File: src/design/sle_pkg.sv
// Shared types, constants and the keyboard layout lookup for the scancode line editor.
package sle_pkg;

  // Line storage geometry.
  localparam int LINE_CAPACITY = 64;
  localparam int STORE_DEPTH   = 64;
  localparam int CNT_W         = $clog2(STORE_DEPTH);
  localparam int LINE_LIMIT    = (LINE_CAPACITY - 1 > STORE_DEPTH - 1) ?
                                 STORE_DEPTH - 1 : LINE_CAPACITY - 1;

  // Scancodes with a fixed meaning.
  localparam logic [7:0] SC_LSHIFT_MAKE  = 8'h2A;
  localparam logic [7:0] SC_RSHIFT_MAKE  = 8'h36;
  localparam logic [7:0] SC_LSHIFT_BREAK = 8'hAA;
  localparam logic [7:0] SC_RSHIFT_BREAK = 8'hB6;
  localparam int         SC_BREAK_BIT    = 7;

  // Characters with a fixed meaning.
  localparam logic [6:0] CH_NONE      = 7'h00;
  localparam logic [6:0] CH_BACKSPACE = 7'h08;
  localparam logic [6:0] CH_NEWLINE   = 7'h0A;
  localparam logic [6:0] CH_LOWER_A   = 7'h61;
  localparam logic [6:0] CH_LOWER_Z   = 7'h7A;
  localparam logic [6:0] CASE_OFFSET  = 7'd32;

  // Result kinds.
  localparam logic KIND_ECHO = 1'b0;
  localparam logic KIND_LINE = 1'b1;

  typedef enum logic [1:0] {
    ST_IDLE,
    ST_DECODE,
    ST_DUMP
  } st_t;

  // US layout for set-1 make codes; codes without a character give zero.
  function automatic logic [6:0] layout_char(input logic [6:0] code);
    logic [6:0] ch;
    unique case (code)
      7'd1:    ch = 7'h1B;
      7'd2:    ch = 7'h31;
      7'd3:    ch = 7'h32;
      7'd4:    ch = 7'h33;
      7'd5:    ch = 7'h34;
      7'd6:    ch = 7'h35;
      7'd7:    ch = 7'h36;
      7'd8:    ch = 7'h37;
      7'd9:    ch = 7'h38;
      7'd10:   ch = 7'h39;
      7'd11:   ch = 7'h30;
      7'd12:   ch = 7'h2D;
      7'd13:   ch = 7'h3D;
      7'd14:   ch = CH_BACKSPACE;
      7'd15:   ch = 7'h09;
      7'd16:   ch = 7'h71;
      7'd17:   ch = 7'h77;
      7'd18:   ch = 7'h65;
      7'd19:   ch = 7'h72;
      7'd20:   ch = 7'h74;
      7'd21:   ch = 7'h79;
      7'd22:   ch = 7'h75;
      7'd23:   ch = 7'h69;
      7'd24:   ch = 7'h6F;
      7'd25:   ch = 7'h70;
      7'd26:   ch = 7'h5B;
      7'd27:   ch = 7'h5D;
      7'd28:   ch = CH_NEWLINE;
      7'd30:   ch = 7'h61;
      7'd31:   ch = 7'h73;
      7'd32:   ch = 7'h64;
      7'd33:   ch = 7'h66;
      7'd34:   ch = 7'h67;
      7'd35:   ch = 7'h68;
      7'd36:   ch = 7'h6A;
      7'd37:   ch = 7'h6B;
      7'd38:   ch = 7'h6C;
      7'd39:   ch = 7'h3B;
      7'd40:   ch = 7'h27;
      7'd41:   ch = 7'h60;
      7'd43:   ch = 7'h5C;
      7'd44:   ch = 7'h7A;
      7'd45:   ch = 7'h78;
      7'd46:   ch = 7'h63;
      7'd47:   ch = 7'h76;
      7'd48:   ch = 7'h62;
      7'd49:   ch = 7'h6E;
      7'd50:   ch = 7'h6D;
      7'd51:   ch = 7'h2C;
      7'd52:   ch = 7'h2E;
      7'd53:   ch = 7'h2F;
      7'd55:   ch = 7'h2A;
      7'd57:   ch = 7'h20;
      default: ch = CH_NONE;
    endcase
    return ch;
  endfunction

endpackage

File: src/design/scancode_line_editor.sv
// Top level of the scancode line editor: decode, line control and result register.
//
// The block takes one set-1 keyboard scancode per input transfer and produces
// zero or more result transfers. Shift press and release codes only track the
// held-shift flag; other release codes and make codes without a character are
// dropped. A printable key is upper-cased for letters under shift and, unless
// the line is full, stored in the line memory and echoed. Backspace removes
// the last stored character and echoes a backspace, and does nothing on an
// empty line. Newline echoes a newline and then delivers every stored
// character in order as line results, with out_last set on the final result
// of the scancode, and empties the line. Each scancode is accepted in the idle
// state, then decoded and acted on in the decode state, which waits while the
// result register is still held by the consumer. A newline then delivers the
// stored characters from the dump state through the single read port of the
// line memory, whose read for a character is issued ahead of its load into
// the result register. Reset clears the shift flag and the line length; the
// line memory needs no clearing since only written entries are ever read.
module scancode_line_editor
  import sle_pkg::*;
(
  input  logic       clk,
  input  logic       rst_n,
  input  logic       in_valid,
  output logic       in_ready,
  input  logic [7:0] in_scan_code,
  output logic       out_valid,
  input  logic       out_ready,
  output logic       out_kind,
  output logic [6:0] out_char_code,
  output logic       out_last
);

  st_t              state_r, state_nxt;
  logic [7:0]       code_r;
  logic             shift_r, shift_nxt;
  logic [CNT_W-1:0] cnt_r, cnt_nxt;
  logic [CNT_W-1:0] idx_r, idx_nxt;

  logic             out_valid_r, out_valid_nxt;
  logic             out_kind_r, out_kind_nxt;
  logic [6:0]       out_char_r, out_char_nxt;
  logic             out_last_r, out_last_nxt;

  // Line memory port signals.
  logic             ram_we;
  logic [CNT_W-1:0] ram_waddr;
  logic [6:0]       ram_wdata;
  logic             ram_re;
  logic [CNT_W-1:0] ram_raddr;
  logic [6:0]       ram_rdata;

  // Decode of the held scancode.
  logic       is_release;
  logic       is_shift_make;
  logic       is_shift_break;
  logic [6:0] key_char;
  logic [6:0] cased_char;
  logic       act_newline;
  logic       act_backspace;
  logic       act_store;
  logic       needs_out;
  logic       slot_free;
  logic       proceed;
  logic       line_empty;
  logic       line_full;
  logic       dump_last;

  assign is_shift_make  = (code_r == SC_LSHIFT_MAKE) || (code_r == SC_RSHIFT_MAKE);
  assign is_shift_break = (code_r == SC_LSHIFT_BREAK) || (code_r == SC_RSHIFT_BREAK);
  assign is_release     = code_r[SC_BREAK_BIT];
  assign key_char       = layout_char(code_r[6:0]);
  assign line_empty     = (cnt_r == '0);
  assign line_full      = (cnt_r >= LINE_LIMIT[CNT_W-1:0]);

  assign cased_char = (shift_r && key_char >= CH_LOWER_A && key_char <= CH_LOWER_Z) ?
                      key_char - CASE_OFFSET : key_char;

  assign act_newline   = !is_release && (key_char == CH_NEWLINE);
  assign act_backspace = !is_release && (key_char == CH_BACKSPACE) && !line_empty;
  assign act_store     = !is_release && !is_shift_make && (key_char != CH_NONE) &&
                         (key_char != CH_NEWLINE) && (key_char != CH_BACKSPACE) &&
                         !line_full;
  assign needs_out     = act_newline || act_backspace || act_store;

  // The result register can take a new result when empty or being drained.
  assign slot_free = !out_valid_r || out_ready;
  assign proceed   = !needs_out || slot_free;
  assign dump_last = (idx_r == cnt_r - {{(CNT_W-1){1'b0}}, 1'b1});

  // Next state.
  always_comb begin
    state_nxt = state_r;
    unique case (state_r)
      ST_IDLE: begin
        if (in_valid) begin
          state_nxt = ST_DECODE;
        end
      end
      ST_DECODE: begin
        if (proceed) begin
          state_nxt = (act_newline && !line_empty) ? ST_DUMP : ST_IDLE;
        end
      end
      ST_DUMP: begin
        if (slot_free && dump_last) begin
          state_nxt = ST_IDLE;
        end
      end
      default: state_nxt = ST_IDLE;
    endcase
  end

  // Outputs, line control and memory accesses. The store write happens only
  // while decoding a printable key, and reads only for a newline, so a write
  // and a read to the same entry never overlap within one scancode.
  always_comb begin
    in_ready      = 1'b0;
    shift_nxt     = shift_r;
    cnt_nxt       = cnt_r;
    idx_nxt       = idx_r;
    out_valid_nxt = out_valid_r && !out_ready;
    out_kind_nxt  = out_kind_r;
    out_char_nxt  = out_char_r;
    out_last_nxt  = out_last_r;
    ram_we        = 1'b0;
    ram_waddr     = cnt_r;
    ram_wdata     = cased_char;
    ram_re        = 1'b0;
    ram_raddr     = idx_r;
    unique case (state_r)
      ST_IDLE: begin
        in_ready = 1'b1;
      end
      ST_DECODE: begin
        if (proceed) begin
          if (is_shift_make) begin
            shift_nxt = 1'b1;
          end else if (is_shift_break) begin
            shift_nxt = 1'b0;
          end
          if (act_newline) begin
            out_valid_nxt = 1'b1;
            out_kind_nxt  = KIND_ECHO;
            out_char_nxt  = CH_NEWLINE;
            out_last_nxt  = line_empty;
            // Fetch the first stored character ahead of the line dump.
            idx_nxt       = '0;
            ram_re        = 1'b1;
            ram_raddr     = '0;
          end else if (act_backspace) begin
            out_valid_nxt = 1'b1;
            out_kind_nxt  = KIND_ECHO;
            out_char_nxt  = CH_BACKSPACE;
            out_last_nxt  = 1'b1;
            cnt_nxt       = cnt_r - {{(CNT_W-1){1'b0}}, 1'b1};
          end else if (act_store) begin
            out_valid_nxt = 1'b1;
            out_kind_nxt  = KIND_ECHO;
            out_char_nxt  = cased_char;
            out_last_nxt  = 1'b1;
            ram_we        = 1'b1;
            cnt_nxt       = cnt_r + {{(CNT_W-1){1'b0}}, 1'b1};
          end
        end
      end
      ST_DUMP: begin
        // The read data for idx_r holds until the next read is issued.
        if (slot_free) begin
          out_valid_nxt = 1'b1;
          out_kind_nxt  = KIND_LINE;
          out_char_nxt  = ram_rdata;
          out_last_nxt  = dump_last;
          if (dump_last) begin
            cnt_nxt = '0;
          end else begin
            idx_nxt   = idx_r + {{(CNT_W-1){1'b0}}, 1'b1};
            ram_re    = 1'b1;
            ram_raddr = idx_r + {{(CNT_W-1){1'b0}}, 1'b1};
          end
        end
      end
      default: begin
        in_ready = 1'b0;
      end
    endcase
  end

  always_ff @(posedge clk) begin
    if (!rst_n) begin
      state_r     <= ST_IDLE;
      shift_r     <= 1'b0;
      cnt_r       <= '0;
      idx_r       <= '0;
      out_valid_r <= 1'b0;
    end else begin
      state_r     <= state_nxt;
      shift_r     <= shift_nxt;
      cnt_r       <= cnt_nxt;
      idx_r       <= idx_nxt;
      out_valid_r <= out_valid_nxt;
    end
  end

  always_ff @(posedge clk) begin
    if (in_valid && in_ready) begin
      code_r <= in_scan_code;
    end
    out_kind_r <= out_kind_nxt;
    out_char_r <= out_char_nxt;
    out_last_r <= out_last_nxt;
  end

  sle_ram #(
    .WIDTH(7),
    .DEPTH(STORE_DEPTH)
  ) u_line_ram (
    .clk  (clk),
    .we   (ram_we),
    .waddr(ram_waddr),
    .wdata(ram_wdata),
    .re   (ram_re),
    .raddr(ram_raddr),
    .rdata(ram_rdata)
  );

  assign out_valid     = out_valid_r;
  assign out_kind      = out_kind_r;
  assign out_char_code = out_char_r;
  assign out_last      = out_last_r;

`ifndef SYNTHESIS
  // The stored line never grows past its limit.
  a_cnt_limit: assert property (@(posedge clk) disable iff (!rst_n)
    cnt_r <= LINE_LIMIT[CNT_W-1:0])
    else $error("line length exceeds its limit");

  // The line dump only walks entries that hold characters.
  a_dump_index: assert property (@(posedge clk) disable iff (!rst_n)
    (state_r == ST_DUMP) |-> (idx_r < cnt_r))
    else $error("line dump index beyond stored length");

  // An accepted scancode moves the block into the decode state in the following cycle.
  a_accept_decode: assert property (@(posedge clk) disable iff (!rst_n)
    (in_valid && in_ready) |=> (state_r == ST_DECODE))
    else $error("accepted scancode not decoded");

  // The line is empty once a dump has delivered its final character.
  a_dump_clears: assert property (@(posedge clk) disable iff (!rst_n)
    (state_r == ST_DUMP && slot_free && dump_last) |=> (cnt_r == '0))
    else $error("line not emptied after delivery");
`endif

endmodule

File: src/design/sle_ram.sv
// Generic single-port-write, single-port-read RAM with a registered read.
module sle_ram #(
  parameter int WIDTH = 8,
  parameter int DEPTH = 64
) (
  input  logic                     clk,
  input  logic                     we,
  input  logic [$clog2(DEPTH)-1:0] waddr,
  input  logic [WIDTH-1:0]         wdata,
  input  logic                     re,
  input  logic [$clog2(DEPTH)-1:0] raddr,
  output logic [WIDTH-1:0]         rdata
);

  logic [WIDTH-1:0] mem [DEPTH];
  logic [WIDTH-1:0] rdata_r;

  always_ff @(posedge clk) begin
    if (we) begin
      mem[waddr] <= wdata;
    end
    if (re) begin
      rdata_r <= mem[raddr];
    end
  end

  assign rdata = rdata_r;

endmodule

File: config.mk
export PLATFORM = sky130hd
export DESIGN_NAME = scancode_line_editor
export DESIGN_NICKNAME = d
export VERILOG_FILES = /design/src/design/sle_pkg.sv /design/src/design/scancode_line_editor.sv /design/src/design/sle_ram.sv
export SDC_FILE = /design/constraint.sdc
export NUM_CORES = 1
export LEC_CHECK = 0
export ABC_AREA = 1
export BUFFER_PORTS_ARGS = -buffer_cell sky130_fd_sc_hd__buf_2
export CORE_AREA = 2 2 224 226
export DETAILED_ROUTE_END_ITERATION = 6
export DIE_AREA = 0 0 226 228
export SETUP_SLACK_MARGIN = 0.2
export SYNTH_ARGS = -nofsm -noshare
export SYNTH_HDL_FRONTEND = slang
export SYNTH_HIERARCHICAL = 1
export SYNTH_SLANG_ARGS = --single-unit
export TNS_END_PERCENT = 50
File: constraint.sdc
create_clock -name clk -period 5.5 [get_ports clk]
set_input_delay 1.1 -clock clk [delete_from_list [all_inputs] [get_ports clk]]
set_output_delay 1.1 -clock clk [all_outputs]
set_load 0.05 [all_outputs]
After elaboration in Yosys (flattened, before gate mapping)
Memories as Yosys holds them, arrays and structs flattened. A register that Yosys moved wholly into a read port is not among the register bits. Index checks and enable logic that the tools add are counted.

Register bits after elaboration: 33. Memory bits (writable): 448. ROM bits: 448. Bits of input ports: 12. Output and inout port bits: 11. Memories kept: 2.

Memories: (no name shown) (words 64, width 7, rd ports 1, clocked after Yosys merged registers in 1, wr ports 0, RTL line sle_pkg.sv:39) `unique case (code)`; u_line_ram.mem (words 64, width 7, rd ports 1, clocked after Yosys merged registers in 1, wr ports 1, RTL line sle_ram.sv:15) `logic [WIDTH-1:0] mem [DEPTH];`.

Add/subtract/negate cells: 4. Magnitude comparators: 3. Equal/unequal tests: 19. Muxes and demuxes: 59. Reduce and logical (&&, ||, !) cells: 36.

Operators by type and width (number): 6-bit 2-to-1 mux (11); 7-bit 2-to-1 mux (7); 1-bit 2-to-1 mux (29); 6-bit one-hot mux with 2 select lines (2); 8-bit by 6-bit == test with 1-bit output, second input constant (2); 8-bit == test, second input constant (2); 7-bit by 4-bit == test with 1-bit output, second input constant (2); 1-bit logical AND (14); 7-bit by 4-bit inequality test with 1-bit output, second input constant (2); 7-bit one-hot mux with 2 select lines (1); 6-bit by 1-bit adder with 6-bit output, second input constant (2); 2-bit inequality test, second input constant (6); 2-bit 2-to-1 mux (4); 1-bit one-hot mux with 2 select lines (4); 7-bit >= comparator, second input constant (1); 7-bit less-or-equal comparator, second input constant (1); 1-bit zero test (7); 7-bit nonzero test (1); 7-bit by 6-bit subtractor with 7-bit output, second input constant (1); 6-bit == test (1); 6-bit >= comparator, second input constant (1); 6-bit zero test (1); 1-bit logical OR (6); 2-bit one-hot mux with 3 select lines (1); other kinds (10) (12).

Depth between registers and ports, before layout
Gate-level depths: netlist of run 1.

Depth in word-level cells: 15. Gate-level depth with buffers: 27. Mapped depth without buffers: 24.

By module
Netlist of run 1, hierarchy kept.

Modules (own cells, without submodules): sle_ram (instances 1, cells each 1590, area an instance 18615.4 µm², sequential area each 13663.1 µm²); scancode_line_editor (instances 1, cells each 480, area an instance 3236.9 µm², sequential area each 970.9 µm²).

Worst setup path before layout of run 1
Ideal clock, no wire load.

Path type: reg2reg. Start: reg code_r[6]. End: mem u_line_ram.mem[0][6] (data pin). Setup time: 0.367 ns. Arrival time: 3.554 ns. Slack: 1.579 ns. Stages on the path, launching flop included: 7. Path buffers: 0. Clock period less this slack: 3.921 ns. Path through: edfxtp_1 -> nor2_1 -> nand3_1 -> o21ai_0 -> nand3_1 -> nand2_1 -> and2_1.

Longest elaborated chain between the ends: 5. Elaborated cells between the ends (all ways): 7. Those cells by class: 1 x add/sub; 2 x order compare; 2 x mux; 2 x reduce/logical.

Ends and longest elaborated chain: start, declared (RTL line scancode_line_editor.sv:34) `logic [7:0] code_r;`; start signal, assigned (RTL line scancode_line_editor.sv:206) `code_r <= in_scan_code;`; 7-bit 2-to-1 mux * (RTL line sle_pkg.sv:39); 7-bit >= comparator (RTL line scancode_line_editor.sv:75) `assign cased_char = (shift_r && key_char >= CH_LOWER_A && key_char <= CH_LOWER_Z) ?`; 1-bit logical AND (2 in a row) (RTL line scancode_line_editor.sv:75); 7-bit 2-to-1 mux * (RTL line scancode_line_editor.sv:75); via cased_char[6] (RTL line scancode_line_editor.sv:57) `logic [6:0] cased_char;`; end, declared (RTL line sle_ram.sv:15).

Mark *: on every way through the listed nets, which the timed path passes. The rest lies on a longest branch.

Worst setup path in the final report of run 1
Start: reg cnt_r[0]. End: reg u_line_ram.rdata_r[0] (netlist: u_line_ram/rdata[0]), read port of u_line_ram.mem (data pin).

Longest elaborated chain between the ends: 9. Elaborated cells between the ends (all ways): 20. Those cells by class: 1 x add/sub; 1 x order compare; 1 x eq/ne; 8 x mux; 9 x reduce/logical.

Ends and longest elaborated chain: start, declared (RTL line scancode_line_editor.sv:36) `logic [CNT_W-1:0] cnt_r, cnt_nxt;`; start signal, assigned (RTL line scancode_line_editor.sv:198) `cnt_r <= cnt_nxt;`; parallel branches: the longest is 8 deep, another holds 6-bit by 1-bit subtractor with 6-bit output; 6-bit one-hot mux with 2 select lines * (RTL line scancode_line_editor.sv:130) `unique case (state_r)`; via idx_nxt[1] (RTL line scancode_line_editor.sv:37) `logic [CNT_W-1:0] idx_r, idx_nxt;`; end, declared (RTL line sle_ram.sv:16) `logic [WIDTH-1:0] rdata_r;`.

Mark *: on every way through the listed nets, which the timed path passes. A chain may end at the register's enable or synchronous reset.

==> results of run 1 <==
## power groups by stage
stage	Combinational (mW)	Clock, mW	Sequential [mW]
finish	0.670	3.37	4.34
global route	0.737	3.59	4.34
CTS	0.669	3.43	4.34
detailed placement	0.665	0	4.42
global placement	0.658	0	4.42
floorplan	0.395	0	4.44
## cells in the final DEF, fill, tap and decap left out, types with 4 or more instances in the layout
cell	instances
clkinv_1	10
clkbuf_8	4
clkinv_2	10
o21ai_1	8
nand4_1	27
ha_1	18
inv_2	12
o211ai_1	6
nor3_1	5
nand3_2	4
nor2_4	6
clkbuf_1	12
nor2_2	5
inv_6	4
buf_4	32
buf_2	22
nand3_1	426
nand2_1	703
a21oi_1	18
dfxtp_1	23
nor2_1	98
nand2_2	7
nor4_1	8
o21ai_0	18
inv_1	60
clkbuf_16	53
o31ai_1	4
edfxtp_1	472
## sequential cells by signal, indices dropped and copies added, names as in the netlist, named ones only
| name | count |
|---|---|
| cnt_r | 6 |
| code_r | 8 |
| idx_r | 6 |
| out_char_code | 7 |
| out_kind | 1 |
| out_last | 1 |
| out_valid | 1 |
| shift_r | 1 |
| state_r | 2 |
| u_line_ram/mem | 448 |
| u_line_ram/rdata | 7 |
## routing by layer
layer  routed length, µm  GRT usage, %
met1               24200          30.9
met2               27400          36.5
met3                4350          3.80
met4                1630          7.72
met5                   0             0
## how the worst max path moves through the flow
stage	to	from	slack, ps	depth (start not counted)
global placement	u_line_ram/rdata[0]$_DFFE_PP_	cnt_r[0]$_SDFFE_PN0P_	1060	23
CTS	u_line_ram/rdata[0]$_DFFE_PP_	cnt_r[0]$_SDFFE_PN0P_	980	23
detailed placement	u_line_ram/rdata[0]$_DFFE_PP_	out_ready	960	17
global route	u_line_ram/rdata[3]$_DFFE_PP_	cnt_r[0]$_SDFFE_PN0P_	620	23
finish	u_line_ram/rdata[0]$_DFFE_PP_	cnt_r[0]$_SDFFE_PN0P_	960	23
floorplan	u_line_ram/mem[0][6]$_DFFE_PP_	code_r[6]$_DFFE_PP_	1580	6
## kinds of logic (layout without fill, tap and decap cells)
logic type	Yosys count	after routing
and+or+nand+nor	1297	1297
buffers and inverters	186	226
DFF	495	495
xor gates and xnor gates	4	4
adders and majority gates	18	18
AOI/OAI and AO/OA	70	70
## stage by stage
| step | hold WS, ps | utilization, % | cell area (µm²) |
|---|---|---|---|
| after floorplan | 457 | - | 21900 |
| after global placement | 479 | 45.7 | 22500 |
| after detailed placement | 479 | 45.7 | 22500 |
| after CTS | 495 | 49.0 | 24200 |
| after global routing | 541 | 49.0 | 24200 |
| final | 500 | 49.0 | 24200 |
## cell type report
class | instances | area (µm²)
timing repair buffer | 57 | 410
clock inverter | 24 | 194
tap | 672 | 841
clock buffer | 69 | 1430
inverter | 76 | 297
multi-input combinational | 1389 | 6360
sequential | 495 | 14600
fill | 4422 | 25200
## worst reg2reg max path, cell delays in order (launching register included)
cell and delay [ps]:
dfxtp_1 650, inv_2 210, ha_1 390, inv_1 60, nand2_1 50, nand2_1 50
nor2_1 150, nand3_1 130, nor2_4 130, nand3_4 140, nand2_4 120, nand2_1 60
nand2_1 60, nand2_1 90, nand2_4 90, clkinv_2 650, buf_4 530, nand3_1 100
nand3_1 140, nand2_1 120, nand2_1 50, nand3_1 190, nand3_1 140, nand2_1 90
==> impl_metrics.yaml, run 1 <==
power:
  switching_power_mw: 1.99
  clkPwrFrac_pct: 40.2
  seqPwrFrac_pct: 51.8
  finalPower_mw: 8.38
  switching_share_pct: 23.8
  power_density_nw_per_um2: 347
  power_frac_comb_pct: 8.0
  peakVddDrop_v: 0.000202
  p_int_mw: 6.39
  leakagePower_nw: 8.90
critical_path:
  max_stage_delay_ps: 650
  cpMostUsedCell: "nand2_1"
  crit_path_cell_trace: "inv_2 > ha_1 > inv_1 > nand2_1 > nand2_1 > nor2_1 > nand3_1 > nor2_4 > nand3_4 > nand2_4 > nand2_1 > nand2_1 > nand2_1 > nand2_4 > clkinv_2 > buf_4 > nand3_1 > nand3_1 > nand2_1 > nand2_1 > nand3_1 > nand3_1 > nand2_1"
  cp-end-kind: "register"
  critPathSlowestCell: "dfxtp_1"
  r2r-start: "cnt_r[0]$_SDFFE_PN0P_"
  crit_buf_inv: 4
  path_max_fanout: 46
  r2r_cells: 23
  crit_type: "register to register"
  crit_family: "simple AND/OR/NAND/NOR gates"
  required_ps: 5970
  r2r_end: "u_line_ram/rdata[0]$_DFFE_PP_"
  arrival_ps: 5010
  start_kind: "register"
  r2r_setup_slack_ps: 960
route:
  drt_wl_total_mm: 57.6
  drtAntennaViolNets: 0
  dr.pass1.iters: 6
  routedWlPerCell_um: 20.7
  drc: 0
  vias_per_cell: 5.53
  num_vias: 15400
  drtIter0Drc: 1622
final_layout:
  drive_gt1_share_pct: 8.44
  syn2layout_area_growth_pct: 10.6
  fin_cells: 2782
  fin_nets: 2101
  insertedDiodeCount: 0
floorplan:
  ios: 23
  die_area_um2: 51500
  rows: 82
  die_x_um: 226
  core_area_um2: 49300
  start_util_pct: 44.3
  die_y_um: 228
worst_hold_path:
  min_to: "state_r[1]$_SDFFE_PN0P_"
  min_path_cells: 2
  min_from: "state_r[1]$_SDFFE_PN0P_"
  min_path_type: "register to register"
cts:
  cts.sinks: 495
  postCtsHoldBufs: 0
  cts_tree: "done"
  cts_root_buffer: "clkbuf_16"
  post_cts_resized: 0
  clk_path_buf_depth: 3
  clkTransAtPathRegs_ps: 60
  cts_buffers: 52
  clkLatencyLatePin_ps: 600
  postCtsSetupBuffers: 0
  htree_levels: 2
synthesis:
  synth_mux_area_share_pct: 0
  synth_seq_area_share_pct: 67.0
  netlist_instances: 2070
  synth_top_area_share_pct: 64.9
  synth_ff_type: "edfxtp_1"
  synth-edff-count: 472
  synth.most_common_cell: "nand2_1"
  synth_top_family_by_area: "simple AND/OR/NAND/NOR gates"
  syn_nets: 2100
  yosys.area.top_type: "edfxtp_1"
  synthTopCellsByArea: "edfxtp_1 65%, nand2_1 12%, nand3_1 9.8%, dfxtp_1 2.1%, nor2_1 1.7%"
  async_reset_ff_share_pct: 0
  synth-xor-area-share_pct: 0.160
  yosys_warnings: 6
  ys_ff_latch: 495
  synth_common_cells: "705 x nand2_1, 472 x edfxtp_1, 426 x nand3_1, 99 x nor2_1, 63 x inv_1"
  synth_area_um2: 21900
  syn_avg_cell_area_um2: 10.6
  ys_types: 42
  synth_compound_area_share_pct: 1.98
  synthAdderAreaFrac_pct: 1.03
  yosys.area_share.simple_pct: 25.8
global_route:
  grt.total_usage_pct: 22.6
  antenna_found_initial: 0
  grt_pass1_wl_mm: 88.3
  grt_max_degree: 225
  grt.overflow.total: 0
  grt_pass1_vias: 14600
sta:
  final.period_utilization_pct: 82.6
  fin_skew_ps: 17.5
  fin_ws_ps: 956
  fin_crit_ps: 4540
  setup_violations: 0
  hold_viol: 0
  rsz0062_at_grt: "no"
  tns_ps: 0
  tightest_slew_ps: 1280
  fmax_mhz: 220
  relSlewSlack_pct: 14.5
  drv_slew: 0
placed_design:
  port_buffers: 22
  gp_routability_congestion: 0.902
  dp_hpwl_mm: 34.1
  placed_cells: 2689
  dpl_worst_slack_ps: 963
run_status:
  status: "completed"
flow_run:
  drv_cap: 0
Note: power is estimated with default switching activity, not from simulation.
==> run 2, diff against run 1 <==
--- a/config.mk
+++ b/config.mk
@@ -5,11 +5,11 @@
 export SDC_FILE = /design/constraint.sdc
 export NUM_CORES = 1
 export LEC_CHECK = 0
-export ABC_AREA = 1
+export ABC_AREA = 0
 export BUFFER_PORTS_ARGS = -buffer_cell sky130_fd_sc_hd__buf_2
-export CORE_AREA = 2 2 224 226
+export CORE_AREA = 2 2 219 221
 export DETAILED_ROUTE_END_ITERATION = 6
-export DIE_AREA = 0 0 226 228
+export DIE_AREA = 0 0 221 223
 export SETUP_SLACK_MARGIN = 0.2
 export SYNTH_ARGS = -nofsm -noshare
 export SYNTH_HDL_FRONTEND = slang
==> constraint.sdc (replaced) <==
create_clock -name clk -period 3.83 [get_ports clk]
set_input_delay 0.766 -clock clk [delete_from_list [all_inputs] [get_ports clk]]
set_output_delay 0.766 -clock clk [all_outputs]
set_load 0.05 [all_outputs]
==> run 2 against run 1 <==
Global-route usage fell by 1.7 points. Via count shrank 22%. Count of clock-buffer cells in the layout is 14 lower. Wire length is 11% lower. Critical path depth is 7 lower. Sequential share of layout area shrank 2.1 points. Utilization grew 4.2 points. Critical path type unchanged. Area after synthesis decreased by 4.2%. Worst hold slack worse by 140 ps. Largest power group unchanged. Final area grew 3.7%. First-iteration DRC count is 32% lower. Non-clock buffer count grew 126.
==> impl_metrics.yaml, run 2 <==
sta:
  relSlewSlack_pct: 14.2
  drv_slew: 0
  fin_skew_ps: 18.9
  holdWs_ps: 363
  final.period_utilization_pct: 94.4
  tightest_slew_ps: 1280
  fmax_mhz: 277
  fin_crit_ps: 3620
  rsz0062_at_grt: "yes"
  setup_violations: 0
  hold_viol: 0
synthesis:
  synth_area_um2: 20900
  async_reset_ff_share_pct: 0
  yosys_warnings: 6
  yosys.area.top_type: "edfxtp_1"
  syn_nets: 1233
  synth_top_area_share_pct: 67.7
  synth_ff_type: "edfxtp_1"
  synthTopCellsByArea: "edfxtp_1 68%, mux4_2 12%, dfxtp_1 2.2%, nor2_1 1.8%, mux2i_1 1.2%"
  synth.most_common_cell: "edfxtp_1"
  synth-edff-count: 472
  synth_common_cells: "472 x edfxtp_1, 113 x mux4_2, 98 x nor2_1, 38 x nand2_1, 33 x clkbuf_1"
  synth_seq_area_share_pct: 69.9
  netlist_instances: 1203
  ys_ff_latch: 495
  syn_avg_cell_area_um2: 17.4
  ys_types: 83
flow_run:
  drv_cap: 0
floorplan:
  rows: 80
  start_util_pct: 44.4
  die_x_um: 221
  die_y_um: 223
  ios: 23
  die_area_um2: 49300
  core_area_um2: 47100
final_layout:
  final_cell_mix: "472 x edfxtp_1, 127 x buf_4, 113 x mux4_2, 90 x nor2_1, 50 x clkbuf_16"
  syn2layout_area_growth_pct: 19.6
  fin_cells: 2025
  fin_nets: 1400
  final_common_cell: "edfxtp_1"
  regMostFlops: "u_line_ram/mem"
  largest_reg_flops: 448
  nFillCells: 3694
  stdcell_area_um2: 25000
  drive_gt1_share_pct: 33.2
  top_regs: "u_line_ram/mem: 448 flops, code_r: 8 flops"
cts:
  postCtsHoldBufs: 0
  cts_buffers: 49
  cts.sinks: 495
  clkTransAtPathRegs_ps: 60
  cts_tree: "done"
  htree_levels: 2
  clkLatencyLatePin_ps: 600
  cts_root_buffer: "clkbuf_16"
  clk_path_buf_depth: 3
critical_path:
  crit_type: "register to register"
  required_ps: 4180
  path_max_fanout: 8
  arrival_ps: 3970
  start_kind: "register"
  cp-end-kind: "register"
placed_design:
  gp_routability_congestion: 0.855
  placed_cells: 1902
  dp_hpwl_mm: 32.2
  port_buffers: 22
  place_area_um2: 22700
global_route:
  grt.total_usage_pct: 20.8
  grt.overflow.total: 0
  grt_pass1_wl_mm: 76.7
  grt_pass1_vias: 12000
  antenna_found_initial: 0
  grt_max_degree: 66
worst_hold_path:
  min_path_type: "primary input to register"
route:
  drt_wl_total_mm: 51.5
  dr.pass1.iters: 7
  drtIter0Drc: 1108
  vias_per_cell: 5.93
  num_vias: 12000
  drc: 0
  routedWlPerCell_um: 25.4
  drtAntennaViolNets: 0
power:
  leakagePower_nw: 8.09
  power_density_nw_per_um2: 454
  peakVddDrop_v: 0.000351
run_status:
  status: "completed"
==> run 2: per-stage QoR <==
step / setup slack (ps) / total power [mW] / util [%] / setup TNS (ps)
2_1_floorplan: 164 / 6.57 / - / 0
5_1_grt: 93.7 / 11.7 / 53.1 / 0
3_5_place_dp: -115 / 6.81 / 48.1 / -123
6_report: 215 / 11.4 / 53.1 / 0
4_1_cts: 199 / 11.4 / 52.4 / 0
3_3_place_gp: -69.9 / 6.80 / 48.1 / -86.9
==> run 2: metal layers <==
layer | GRT usage [%] | share of wire, % | up-vias
li1 | - | - | 5238
met1 | 28.9 | 43 | 6233
met2 | 33.2 | 48 | 442
met3 | 3.75 | 6.3 | 92
met4 | 7.75 | 2.9 | 0
met5 | 0 | 0 | -
==> run 2: cell type report <==
cell class	count	area [µm²]	share of cell area, %
diodes	1	2.50	0.00999
inverters	20	80.1	0.320
well taps	615	769	3.07
clock inverters	35	294	1.17
flip-flops and latches	495	14600	58.5
multi-input cells	621	6270	25.0
clock buffers	55	1250	4.99
repair buffers	183	1740	6.94
==> run 2: path summary, 6_finish.rpt <==
kind,from,end,slack (ps),cells past startpoint
setup reg to reg,cnt_r[1]$_SDFFE_PN0P_,u_line_ram/rdata[5]$_DFFE_PP_,210,16
setup / recovery,cnt_r[1]$_SDFFE_PN0P_,u_line_ram/rdata[5]$_DFFE_PP_,210,16
hold reg to reg,state_r[1]$_SDFFE_PN0P_,state_r[1]$_SDFFE_PN0P_,500,2
hold / removal,in_scan_code[2],code_r[2]$_DFFE_PP_,360,1
==> run 2: worst max-delay path, cell delays in order, from the launching register on <==
cell and delay (ps):
dfxtp_4 360, inv_4 70, ha_4 150, inv_2 40, or3_4 320, o22a_1 240, o21ai_4 290, nand3_2 160
nand3_4 150, buf_6 150, buf_12 130, buf_16 140, mux4_2 530, mux2i_1 150, buf_4 160, a21oi_2 50
a32o_1 280
==> run 2: cell families (layout without fill, tap and decap cells) <==
family / Yosys count / count (layout) / synth area share, %
xor gates and xnor gates: 10 / 10 / 0.418
other: 0 / 1 / 0
adders and majority gates: 18 / 18 / 1.08
AOI/OAI and AO/OA: 181 / 181 / 6.10
DFF: 495 / 495 / 69.9
muxes: 149 / 149 / 13.9
buffers and inverters: 87 / 293 / 2.07
and+or+nand+nor: 263 / 263 / 6.50
==> run 2: where the power goes <==
part           switching [mW]  internal, mW  total (mW)  leakage (nW)
registers              0.0327          6.08        6.11          4.50
clock network            2.05          2.63        4.68         0.763
logic                   0.428         0.164       0.592          2.83
==> run 2: what timing repair did <==
item | 4_1_cts | 5_1_grt
resized for setup | 36 | 55
buffers inserted | 13 | 12
endpoints found under the setup margin | 7 | 42
cloned | 6 | 1
pin swaps | 8 | 18
==> run 3, diff against run 2 <==
--- a/config.mk
+++ b/config.mk
@@ -10,6 +10,7 @@
 export CORE_AREA = 2 2 219 221
 export DETAILED_ROUTE_END_ITERATION = 6
 export DIE_AREA = 0 0 221 223
+export PLACE_DENSITY = 0.72
 export SETUP_SLACK_MARGIN = 0.2
 export SYNTH_ARGS = -nofsm -noshare
 export SYNTH_HDL_FRONTEND = slang
==> constraint.sdc (replaced) <==
create_clock -name clk -period 3.24 [get_ports clk]
set_input_delay 0.648 -clock clk [delete_from_list [all_inputs] [get_ports clk]]
set_output_delay 0.648 -clock clk [all_outputs]
set_load 0.05 [all_outputs]
==> run 3 against run 2 <==
The run now ends with negative setup slack left. Maximum frequency increased by 1.0%. Non-clock buffer count is 76 higher. Wire length shrank 0.41%. Worst hold slack got worse by 99 ps. Register-to-register slack worse by 550 ps. Die area unchanged. Final area is 2.9% higher. Setup slack lost 550 ps. Clock skew increased by 0.82 ps. Critical path type unchanged. Total power increased by 18%.
==> impl_metrics.yaml, run 3 (synthesis results as in run 2) <==
run_status:
  status: "finished, violations left"
  violations: "negative setup slack"
final_layout:
  largest_reg_flops: 448
  final_common_cell: "edfxtp_1"
  syn2layout_area_growth_pct: 23.1
  nFillCells: 3478
  insertedDiodeCount: 0
  regMostFlops: "u_line_ram/mem"
  fin_nets: 1475
  drive_gt1_share_pct: 37.0
  final_cell_mix: "472 x edfxtp_1, 199 x buf_4, 113 x mux4_2, 87 x nor2_1, 51 x clkbuf_16"
  fin_util_pct: 54.7
  top_regs: "u_line_ram/mem: 448 flops, code_r: 8 flops"
route:
  drc: 0
  drt_wl_total_mm: 51.3
  drtIter0Drc: 1258
  drtAntennaViolNets: 0
  routedWlPerCell_um: 24.4
  num_vias: 12500
  dr.pass1.iters: 5
  vias_per_cell: 5.98
cts:
  clkLatencyLatePin_ps: 570
  clk_path_buf_depth: 3
  postCtsHoldBufs: 0
  cts_root_buffer: "clkbuf_16"
  clkTransAtPathRegs_ps: 60
  cts_buffers: 48
  cts.sinks: 495
  cts_tree: "done"
  htree_levels: 2
critical_path:
  path_max_fanout: 6
  crit_start: "cnt_r[0]$_SDFFE_PN0P_"
  r2r_cells: 15
  r2r_end: "u_line_ram/rdata[2]$_DFFE_PP_"
  cp-end-kind: "register"
  required_ps: 3560
  start_kind: "register"
  arrival_ps: 3900
  crit_path_end: "u_line_ram/rdata[2]$_DFFE_PP_"
  crit_type: "register to register"
  r2r_setup_slack_ps: -340
  r2r-start: "cnt_r[0]$_SDFFE_PN0P_"
sta:
  tightest_slew_ps: 939
  final.period_utilization_pct: 110
  rsz0062_at_grt: "yes"
  fin_ws_ps: -338
  relSlewSlack_pct: 37.4
  fmax_mhz: 279
  hold_viol: 0
  fin_skew_ps: 19.7
  fin_crit_ps: 3580
  tns_ps: -2100
  setup_violations: 7
  drv_slew: 0
global_route:
  grt_pass1_wl_mm: 76.1
  grt_pass1_vias: 12300
  grt.total_usage_pct: 20.3
  grt_max_degree: 66
  antenna_found_initial: 0
  grt.overflow.total: 0
floorplan:
  rows: 80
  core_area_um2: 47100
  die_x_um: 221
  die_area_um2: 49300
  ios: 23
  die_y_um: 223
  start_util_pct: 44.4
placed_design:
  dpl_worst_slack_ps: -439
  dp_hpwl_mm: 31.4
  port_buffers: 22
  gp_routability_congestion: 0.892
power:
  power_frac_comb_pct: 5.4
  p_int_mw: 10.5
  switching_power_mw: 2.89
  seqPwrFrac_pct: 53.9
  power_density_nw_per_um2: 520
  switching_share_pct: 21.5
  clkPwrFrac_pct: 40.7
  leakagePower_nw: 8.50
  peakVddDrop_v: 0.000494
worst_hold_path:
  min_path_type: "primary input to register"
flow_run:
  drv_cap: 0
## run 3: changes by cell type in the layout (fill, tap and decap cells not counted), moves of 4 or more
cell | before | now
buf_12 | 16 | 24
buf_4 | 127 | 199
buf_6 | 8 | 2
clkinv_2 | 16 | 9
o221ai_1 | 7 | 3
o221ai_2 | 2 | 6
o31ai_1 | 7 | 2
## run 3: metrics by stage
stage / hold slack (ps) / instances / total power, mW / cell area [µm²]
floorplan: 451 / 1203 / 7.77 / 21100
global placement: 465 / 1969 / 8.05 / 23200
CTS: 245 / 2080 / 13.5 / 25500
detailed placement: 485 / 1969 / 8.07 / 23200
finish: 264 / 2097 / 13.4 / 25800
global route: 253 / 2097 / 13.8 / 25800
## run 3: layer usage
layer	up-vias	global-route usage [%]	share of wire (%)
met5	-	0	0
met4	0	6.65	2.9
met3	92	2.78	7.6
met2	633	33.8	49
met1	6416	27.8	40
li1	5393	-	-
## run 3: worst max-delay path, cell delays in order, from the launching register on
cell     delay [ps]
dfxtp_4         350
inv_4            60
ha_4            150
inv_2            40
or3_4           320
o22a_1          220
o21ai_4         230
buf_4           150
mux2_4          310
nand2_4         120
buf_12          130
buf_8           140
mux4_2          490
mux2_2          290
o22ai_2         230
o31ai_2          90
## run 3: worst min path at each step
stage               cells after the start                    start  slack, ps                 endpoint
floorplan                               2  state_r[1]$_SDFFE_PN0P_        450  state_r[1]$_SDFFE_PN0P_
global placement                        2  state_r[1]$_SDFFE_PN0P_        470  state_r[1]$_SDFFE_PN0P_
detailed placement                      2  state_r[1]$_SDFFE_PN0P_        480  state_r[1]$_SDFFE_PN0P_
CTS                                     1          in_scan_code[0]        250      code_r[0]$_DFFE_PP_
global route                            1          in_scan_code[6]        250      code_r[6]$_DFFE_PP_
finish                                  1          in_scan_code[0]        260      code_r[0]$_DFFE_PP_
## run 3: what timing repair did
item                       in CTS  in global routing
gates cloned                    7                  2
buffers inserted               17                 16
pin swaps                      17                 16
resized for setup              69                 32
setup endpoints to repair     263                296
## run 3: power by group through the flow
stage	registers [mW]	logic, mW	clock network [mW]
floorplan	7.38	0.383	0
global placement	7.36	0.691	0
detailed placement	7.36	0.714	0
CTS	7.23	0.724	5.51
global route	7.23	0.792	5.75
finish	7.22	0.730	5.45
## run 3: layout make-up
cell class              instances  area (µm²)  area share, %
flip-flops and latches        495       14600           56.8
multi-input cells             621        6370           24.7
repair buffers                259        2410           9.34
clock buffers                  59        1270           4.94
well taps                     615         769           2.98
clock inverters                28         245          0.951
inverters                      20        77.6          0.301
